## src/design/packed_points_deltas_parser_top_assert.svh

```systemverilog
// Assertion macros used by the parser top level.
`ifndef PACKED_POINTS_DELTAS_PARSER_TOP_ASSERT_SVH
`define PACKED_POINTS_DELTAS_PARSER_TOP_ASSERT_SVH

// Plain property, checked on every rising clock edge outside reset.
`define PPDP_ASSERT(label, prop, msg) \
   label: assert property (@(posedge clock) disable iff (reset) prop) else $error(msg);

// Antecedent in one cycle, consequent in the next.
`define PPDP_ASSERT_NEXT(label, ante, cons, msg) \
   label: assert property (@(posedge clock) disable iff (reset) (ante) |=> (cons)) \
      else $error(msg);

`endif

```

## src/design/ppdp_pkg.sv

```systemverilog
`default_nettype none

package ppdp_pkg;

   localparam logic [1:0] KIND_SHARED  = 2'd0;
   localparam logic [1:0] KIND_PLAIN   = 2'd1;
   localparam logic [1:0] KIND_PRIVATE = 2'd2;
   localparam logic [1:0] KIND_INVALID = 2'd3;

   localparam logic [7:0] MASK_TOP_BIT  = 8'h80;
   localparam logic [7:0] MASK_LOW7     = 8'h7F;
   localparam logic [7:0] MASK_WORD_RUN = 8'h40;
   localparam logic [7:0] MASK_LOW6     = 8'h3F;

   typedef enum logic [2:0] {
      PH_IDLE   = 3'd0,
      PH_COUNT  = 3'd1,
      PH_COUNT2 = 3'd2,
      PH_PRUN   = 3'd3,
      PH_PVAL   = 3'd4,
      PH_DCTRL  = 3'd5,
      PH_DVAL   = 3'd6
   } phase_type;

   typedef enum logic [2:0] {
      TK_COUNT = 3'd0,
      TK_PRUN  = 3'd1,
      TK_POINT = 3'd2,
      TK_DCTRL = 3'd3,
      TK_DELTA = 3'd4,
      TK_ZERO  = 3'd5,
      TK_ERROR = 3'd6
   } token_type;

   typedef struct packed {
      logic [7:0]  data_byte;
      logic        section_start;
      logic [1:0]  section_kind;
      logic [15:0] section_size;
   } req_type;

   typedef struct packed {
      token_type   token;
      logic [15:0] value;
      logic        value_is_word;
      logic        section_end;
   } rsp_type;

   typedef struct packed {
      phase_type   phase;
      logic [14:0] points_left;
      logic [6:0]  run_left;
      logic        run_words;
      logic [15:0] bytes_left;
      logic [7:0]  high_byte;
      logic        word_half;
      logic        budgeted;
   } state_type;

   localparam state_type STATE_IDLE = '{
      phase:       PH_IDLE,
      points_left: 15'd0,
      run_left:    7'd0,
      run_words:   1'b0,
      bytes_left:  16'd0,
      high_byte:   8'd0,
      word_half:   1'b0,
      budgeted:    1'b0
   };

endpackage

`default_nettype wire

```

## src/design/ppdp_in_reg.sv

```systemverilog
`default_nettype none

module ppdp_in_reg
   import ppdp_pkg::*;
(
   input  wire logic    clock,
   input  wire logic    reset,
   input  wire logic    req_valid,
   output logic         req_stall,
   input  wire req_type req_in,
   input  wire logic    advance,
   output logic         s1_valid,
   output req_type      s1_req
);

   logic    valid_ff;
   logic    valid_in;
   req_type data_ff;
   logic    accept;

   assign req_stall = valid_ff && !advance;
   assign accept    = req_valid && !req_stall;

   always_comb begin
      valid_in = valid_ff;
      if (accept) begin
         valid_in = 1'b1;
      end else if (advance) begin
         valid_in = 1'b0;
      end
   end

   always_ff @(posedge clock) begin
      if (reset) begin
         valid_ff <= 1'b0;
      end else begin
         valid_ff <= valid_in;
      end
   end

   always_ff @(posedge clock) begin
      if (accept) begin
         data_ff <= req_in;
      end
   end

   assign s1_valid = valid_ff;
   assign s1_req   = data_ff;

endmodule

`default_nettype wire

```

## src/design/ppdp_core.sv

```systemverilog
`default_nettype none

module ppdp_core
   import ppdp_pkg::*;
(
   input  wire logic    clock,
   input  wire logic    reset,
   input  wire logic    step,
   input  wire req_type req,
   output logic         have,
   output rsp_type      result
);

   state_type st_ff;
   state_type st_in;

   always_comb begin
      state_type   cur;
      logic [7:0]  b;
      logic        done;
      logic        pdone;
      token_type   tok;
      logic [15:0] val;
      logic        word;
      logic        fin;

      cur   = st_ff;
      b     = req.data_byte;
      done  = 1'b0;
      pdone = 1'b0;
      have  = 1'b0;
      tok   = TK_COUNT;
      val   = 16'd0;
      word  = 1'b0;
      fin   = 1'b0;

      if (req.section_start) begin
         cur = STATE_IDLE;
         if (req.section_kind == KIND_INVALID) begin
            have = 1'b1;
            tok  = TK_ERROR;
            val  = {8'h00, b};
            fin  = 1'b1;
            done = 1'b1;
         end else begin
            cur.budgeted   = (req.section_kind != KIND_SHARED);
            cur.bytes_left = cur.budgeted ? req.section_size : 16'd0;
            cur.phase      = (req.section_kind == KIND_PLAIN) ? PH_DCTRL : PH_COUNT;
         end
      end else if (cur.phase == PH_IDLE) begin
         done = 1'b1;
      end

      if (!done && cur.budgeted) begin
         if (cur.bytes_left == 16'd0) begin
            cur  = STATE_IDLE;
            have = 1'b1;
            tok  = TK_ERROR;
            val  = {8'h00, b};
            fin  = 1'b1;
            done = 1'b1;
         end else begin
            cur.bytes_left = cur.bytes_left - 16'd1;
         end
      end

      if (!done) begin
         unique case (cur.phase)
            PH_COUNT: begin
               if ((b & MASK_TOP_BIT) != 8'h00) begin
                  cur.high_byte = b & MASK_LOW7;
                  cur.phase     = PH_COUNT2;
               end else begin
                  tok  = TK_COUNT;
                  val  = {8'h00, b};
                  have = 1'b1;
                  cur.points_left = {7'd0, b};
                  if (b == 8'h00) begin
                     pdone = 1'b1;
                  end else begin
                     cur.phase = PH_PRUN;
                  end
               end
            end
            PH_COUNT2: begin
               val  = {cur.high_byte, b};
               tok  = TK_COUNT;
               word = 1'b1;
               have = 1'b1;
               cur.points_left = val[14:0];
               cur.high_byte   = 8'h00;
               if (val[14:0] == 15'd0) begin
                  pdone = 1'b1;
               end else begin
                  cur.phase = PH_PRUN;
               end
            end
            PH_PRUN: begin
               tok  = TK_PRUN;
               val  = {8'h00, b};
               have = 1'b1;
               cur.run_left  = b[6:0];
               cur.run_words = b[7];
               cur.word_half = 1'b0;
               cur.phase     = PH_PVAL;
            end
            PH_PVAL, PH_DVAL: begin
               if (cur.run_words && !cur.word_half) begin
                  // high byte of a word; nothing to report yet
                  cur.high_byte = b;
                  cur.word_half = 1'b1;
               end else begin
                  if (cur.run_words) begin
                     val  = {cur.high_byte, b};
                     word = 1'b1;
                     cur.word_half = 1'b0;
                     cur.high_byte = 8'h00;
                  end else begin
                     val = {8'h00, b};
                  end
                  have = 1'b1;
                  if (cur.phase == PH_PVAL) begin
                     tok = TK_POINT;
                     cur.points_left = cur.points_left - 15'd1;
                     if (cur.points_left == 15'd0) begin
                        pdone = 1'b1;
                     end else if (cur.run_left == 7'd0) begin
                        cur.phase = PH_PRUN;
                     end else begin
                        cur.run_left = cur.run_left - 7'd1;
                     end
                  end else begin
                     tok = TK_DELTA;
                     if (cur.run_left == 7'd0) begin
                        cur.phase = PH_DCTRL;
                     end else begin
                        cur.run_left = cur.run_left - 7'd1;
                     end
                  end
               end
            end
            PH_DCTRL: begin
               have = 1'b1;
               if ((b & MASK_TOP_BIT) != 8'h00) begin
                  // zero run wins over the word flag
                  tok = TK_ZERO;
                  val = {8'h00, b & MASK_LOW6} + 16'd1;
               end else begin
                  tok = TK_DCTRL;
                  val = {8'h00, b};
                  cur.run_left  = {1'b0, b[5:0]};
                  cur.run_words = ((b & MASK_WORD_RUN) != 8'h00);
                  cur.word_half = 1'b0;
                  cur.phase     = PH_DVAL;
               end
            end
            default: begin
               cur  = STATE_IDLE;
               done = 1'b1;
            end
         endcase
      end

      if (!done) begin
         if (pdone) begin
            cur.run_left  = 7'd0;
            cur.run_words = 1'b0;
            cur.word_half = 1'b0;
            if (cur.budgeted) begin
               cur.phase = PH_DCTRL;
            end else begin
               fin = 1'b1;
               cur = STATE_IDLE;
            end
         end

         // budget used up: clean end after a finished run, error otherwise
         if (cur.budgeted && cur.phase != PH_IDLE && cur.bytes_left == 16'd0) begin
            if (cur.phase == PH_DCTRL) begin
               fin = 1'b1;
            end else begin
               tok  = TK_ERROR;
               val  = {8'h00, b};
               word = 1'b0;
               fin  = 1'b1;
               have = 1'b1;
            end
            cur = STATE_IDLE;
         end
      end

      st_in                = step ? cur : st_ff;
      result.token         = tok;
      result.value         = val;
      result.value_is_word = word;
      result.section_end   = fin;
   end

   always_ff @(posedge clock) begin
      if (reset) begin
         st_ff <= STATE_IDLE;
      end else begin
         st_ff <= st_in;
      end
   end

endmodule

`default_nettype wire

```

## src/design/ppdp_out_reg.sv

```systemverilog
`default_nettype none

module ppdp_out_reg
   import ppdp_pkg::*;
(
   input  wire logic    clock,
   input  wire logic    reset,
   input  wire logic    load,
   input  wire logic    have,
   input  wire rsp_type result,
   output logic         free,
   output logic         rsp_valid,
   input  wire logic    rsp_stall,
   output rsp_type      rsp_out
);

   logic    valid_ff;
   logic    valid_in;
   rsp_type data_ff;

   assign free = !valid_ff || !rsp_stall;

   always_comb begin
      valid_in = valid_ff;
      if (load) begin
         valid_in = have;
      end else if (!rsp_stall) begin
         valid_in = 1'b0;
      end
   end

   always_ff @(posedge clock) begin
      if (reset) begin
         valid_ff <= 1'b0;
      end else begin
         valid_ff <= valid_in;
      end
   end

   always_ff @(posedge clock) begin
      if (load && have) begin
         data_ff <= result;
      end
   end

   assign rsp_valid = valid_ff;
   assign rsp_out   = data_ff;

endmodule

`default_nettype wire

```

## src/design/packed_points_deltas_parser_top.sv

```systemverilog
// Packed point numbers / packed deltas tokenizer.
// Request channel (req_*): one byte of a serialized section per request, with
// section_start marking the first byte and section_kind / section_size read
// on that byte. Response channel (rsp_*): at most one token per request,
// carrying token code, raw value, word flag and section_end.
// Both channels are valid/stall; a transfer happens when valid is high and
// stall is low at a rising clock edge.
// Each byte is taken into the input register, stepped through the core, and
// its token is registered in the output register, which drives rsp_valid.
// Throughput: one byte per cycle while the receiver does not stall; the
// parser state update is a loop through the core register.
// Bytes that produce no token (idle bytes, word high halves) still step
// through the core and load no token into the output register.
// Reset (synchronous, active high) drops both registered stages and returns
// the parser to idle; no section is in progress afterwards.
// When the receiver stalls, the pending token is held in the output register
// while one more byte is parked in the input register; after that req_stall
// rises until the token is taken.
`default_nettype none
`include "packed_points_deltas_parser_top_assert.svh"

module packed_points_deltas_parser_top
   import ppdp_pkg::*;
(
   input  wire logic        clock,
   input  wire logic        reset,
   input  wire logic        req_valid,
   output logic             req_stall,
   input  wire logic [7:0]  req_data_byte,
   input  wire logic        req_section_start,
   input  wire logic [1:0]  req_section_kind,
   input  wire logic [15:0] req_section_size,
   output logic             rsp_valid,
   input  wire logic        rsp_stall,
   output logic [2:0]       rsp_token,
   output logic [15:0]      rsp_value,
   output logic             rsp_value_is_word,
   output logic             rsp_section_end
);

   req_type req_bus;
   req_type s1_req;
   logic    s1_valid;
   logic    step;
   logic    out_free;
   logic    core_have;
   rsp_type core_result;
   rsp_type rsp_bus;

   assign req_bus.data_byte     = req_data_byte;
   assign req_bus.section_start = req_section_start;
   assign req_bus.section_kind  = req_section_kind;
   assign req_bus.section_size  = req_section_size;

   assign step = s1_valid && out_free;

   ppdp_in_reg u_in_reg (
      .clock     (clock),
      .reset     (reset),
      .req_valid (req_valid),
      .req_stall (req_stall),
      .req_in    (req_bus),
      .advance   (step),
      .s1_valid  (s1_valid),
      .s1_req    (s1_req)
   );

   ppdp_core u_core (
      .clock  (clock),
      .reset  (reset),
      .step   (step),
      .req    (s1_req),
      .have   (core_have),
      .result (core_result)
   );

   ppdp_out_reg u_out_reg (
      .clock     (clock),
      .reset     (reset),
      .load      (step),
      .have      (core_have),
      .result    (core_result),
      .free      (out_free),
      .rsp_valid (rsp_valid),
      .rsp_stall (rsp_stall),
      .rsp_out   (rsp_bus)
   );

   assign rsp_token         = rsp_bus.token;
   assign rsp_value         = rsp_bus.value;
   assign rsp_value_is_word = rsp_bus.value_is_word;
   assign rsp_section_end   = rsp_bus.section_end;

   `PPDP_ASSERT(a_no_false_stall, (s1_valid && !rsp_stall) |-> !req_stall,
                "input stalled with free output")
   `PPDP_ASSERT_NEXT(a_bad_kind_error,
                     step && s1_req.section_start && s1_req.section_kind == KIND_INVALID,
                     rsp_valid && rsp_token == TK_ERROR && rsp_section_end,
                     "bad kind gave no error")
   `PPDP_ASSERT_NEXT(a_silent_byte, step && !core_have, !rsp_valid,
                     "token shown for a silent byte")

endmodule

`default_nettype wire

```

## config.mk

```make
export PLATFORM = sky130hd
export DESIGN_NAME = packed_points_deltas_parser_top
export DESIGN_NICKNAME = d
export VERILOG_FILES = /design/src/design/ppdp_pkg.sv /design/src/design/ppdp_in_reg.sv /design/src/design/ppdp_core.sv /design/src/design/ppdp_out_reg.sv /design/src/design/packed_points_deltas_parser_top.sv
export VERILOG_INCLUDE_DIRS = /design/src /design/src/design
export SDC_FILE = /design/constraint.sdc
export NUM_CORES = 1
export LEC_CHECK = 0
export BUFFER_PORTS_ARGS = -buffer_cell sky130_fd_sc_hd__buf_4
export CAP_MARGIN = 15
export CELL_PAD_IN_SITES_DETAIL_PLACEMENT = 1
export CELL_PAD_IN_SITES_GLOBAL_PLACEMENT = 2
export CORE_UTILIZATION = 30
export CTS_CLUSTER_SIZE = 12
export DETAILED_ROUTE_END_ITERATION = 10
export PLACE_DENSITY = 0.64
export RECOVER_POWER = 50
export SLEW_MARGIN = 20
export SYNTH_ARGS = -nofsm -noshare
export SYNTH_HDL_FRONTEND = slang
export SYNTH_SLANG_ARGS = --single-unit
```

## constraint.sdc

```tcl
create_clock -name clock -period 7.52 [get_ports clock]
set_input_delay 0.376 -clock clock [delete_from_list [all_inputs] [get_ports clock]]
set_output_delay 0.376 -clock clock [all_outputs]
set_load 0.1 [all_outputs]
```

==> results.json <==
{
  "grt_pass1_wl_um": 42000,
  "gp_congestion": 0.938,
  "setup_ws_ps": 707,
  "hpwl_um": 20200,
  "max_freq_mhz": 147,
  "die_w_um": 153,
  "finalMaxSlewViolations": 25,
  "io_pins": 54,
  "multi_input_area_um2": 4030,
  "setup_violations": 0,
  "pwr-share-seq_pct": 42.5,
  "max-vdd-ir-drop_mv": 0.112,
  "hold_viol_final": 0,
  "cts_hold_buf": 0,
  "grt_pass1_vias": 6804,
  "finClkSkew_ps": 20.8,
  "crit_arrival_ps": 6830,
  "worstSkewPairLatency_ps": 380,
  "synthFlopType": "dfxtp_1",
  "power_density_nw_per_um2": 191,
  "cts_tree": "yes",
  "yosysSeqAreaShare_pct": 36.8,
  "worstMarginPinSlew_ps": 1580,
  "synth_edf_count": 48,
  "syn_avg_cell_area_um2": 8.79,
  "cts_max_level": 3,
  "viasPerCell": 6.20,
  "cp.required_ps": 7530,
  "intPower_uw": 969,
  "gr-total-overflow": 0,
  "wl_per_cell_um": 24.8,
  "status": "finished, violations left",
  "combPwrFrac_pct": 21.9,
  "die-area_um2": 23500,
  "pre_cts_slack_ps": 901,
  "syn2layout_area_growth_pct": 13.3,
  "ys_warn_count": 0,
  "core-area_um2": 22100,
  "hold_class": "input port to flop",
  "initial_core_util_pct": 31.0,
  "synthCells": 780,
  "portBuffers": 53,
  "cp-end-kind": "flop",
  "drt_iter0_markers": 436,
  "drc": 0,
  "cts.sinks": 102,
  "p_leak_uw": 0.00273,
  "regArea_um2": 2520,
  "root_buffer": "clkbuf_16",
  "ant_nets": 0,
  "n_antenna_cell": 0,
  "fp-row-count": 54,
  "drv_cap": 1,
  "track_usage_pct": 23.4,
  "fill_cells": 2564,
  "drive_gt1_share_pct": 12.5,
  "worst_setup_path_start_kind": "flop",
  "routed_wl_um": 27200,
  "slew_headroom_pct": -5.43,
  "die_h_um": 153,
  "crit_type": "flop to flop",
  "clkSlewWorstSetupHoldPaths_ps": 90,
  "ys_ff_latch": 102,
  "synth.cell_area_um2": 6850,
  "firstDrtPassIters": 5,
  "cts_buffers": 9,
  "power.switching_uw": 512,
  "cts_buffer_depth": 2,
  "async_flop_share_pct": 0,
  "post-cts-setup-buffers": 0,
  "period_needed_ps": 6810,
  "via_count": 6809,
  "cp_max_fo": 21,
  "fin_tns_setup_ps": 0,
  "clockPowerShare_pct": 35.6,
  "rsz0062_at_grt": "no",
  "r2r_setup_slack_ps": 710,
  "violations": "max-capacitance violations, max-slew violations",
  "final_nets": 856,
  "yosysUniqueCellTypes": 87,
  "period_share_pct": 90.6,
  "synth_nets": 823,
  "switching_share_pct": 34.6,
  "post_cts_resized": 0,
  "grt_max_degree": 28,
  "antenna_found_initial": 0
}
## worst max-delay path: stages (launching register included)
cell	delay [ps]
edfxtp_1	390
ha_1	270
or2_0	510
buf_4	350
o2bb2ai_1	150
or3_1	540
o41a_1	560
nand2_1	180
ha_1	290
or4b_1	530
nor4_1	380
xnor2_1	100
nor4_1	220
o2111a_1	270
or4b_4	500
o31ai_2	240
buf_4	200
o21a_1	400
a31oi_4	370
## cell usage after synthesis (10+ instances only)
cell type	count	area, µm²
dfxtp_1	54	1080
a2bb2oi_1	10	87.6
nor4_1	15	93.8
o21ai_0	48	240
clkbuf_1	33	124
nand4_1	11	68.8
inv_1	28	105
a31oi_1	11	68.8
nand3_1	24	120
and2_1	14	87.6
or3_1	12	75.1
nand2_1	89	334
xnor2_1	16	140
edfxtp_1	48	1440
nor3_1	26	130
buf_2	10	50.1
a21oi_1	35	175
ha_1	12	150
a22oi_1	12	90.1
nor2_1	56	210
a32o_1	19	190
a22o_1	13	114
## placed cells by master (no fill, tap or decap), drive strengths merged, types with 14 or more instances in the layout
cell type,n
nor4,18
nor2,56
clkbuf,61
a21oi,35
a2bb2oi,20
nor3,28
and2,14
a32o,19
xnor2,16
nand2,89
o21ai,52
dfxtp,54
nand3,24
inv,33
edfxtp,48
buf,19
## final cells by class
type                       instances  share of cell area (%)
sequential                       102                    32.5
multi-input combinational        600                    51.8
tap                              280                    4.51
timing repair buffer              71                    5.65
clock inverter                     7                    1.22
clock buffer                       9                    2.90
inverter                          29                    1.40
## flip-flops by register name (all words and copies together) (netlist names)
name,cells
u_core.st_ff,52
u_in_reg.s1_req,27
u_in_reg.s1_valid,1
u_out_reg.rsp_out,21
u_out_reg.rsp_valid,1
## per-stage QoR
stage               instance area (µm²)  hold slack [ps]  instances  total power [µW]  util [%]
finish                             7770              197       1098              1480      35.2
global placement                   7530              458       1082               964      34.1
detailed placement                 7540              469       1082               968      34.1
global route                       7770              186       1098              1530      35.2
CTS                                7860              161       1098              1500      35.6
floorplan                          6850              442        780               859         -
## per-layer routing
metal	track usage [%]	vias up	wire, µm	part of all wire [%]
met5	0	-	0	0
met4	8.47	0	733	2.7
met3	3.37	44	1490	5.5
met2	36.6	257	12100	44
met1	32.7	3416	12900	47
li1	-	3092	-	-
## path summary, 6_finish.rpt
check	from	end	depth (start not counted)
worst max-delay path	u_in_reg.s1_req[16]	u_out_reg.rsp_out[15]	18
worst min-delay path	req_data_byte[7]	u_in_reg.s1_req[26]	1
worst max register to register	u_in_reg.s1_req[16]	u_out_reg.rsp_out[15]	18
worst min register to register	u_core.st_ff[25]	u_core.st_ff[25]	1
## power groups by stage
stage	combinational, µW	sequential [µW]	clock, µW
floorplan	191	668	0
global placement	323	641	0
detailed placement	327	641	0
CTS	327	628	543
global route	347	632	556
finish	325	629	527
## kinds of logic after synthesis
kind of cell / share of synthesized area [%]
compound gates: 29.0
xor+xnor: 2.56
fa+ha+maj: 2.34
buf+inv: 4.84
flops: 36.8
mux: 1.06
simple gates: 23.4
Power figures use the tool's default switching activity.
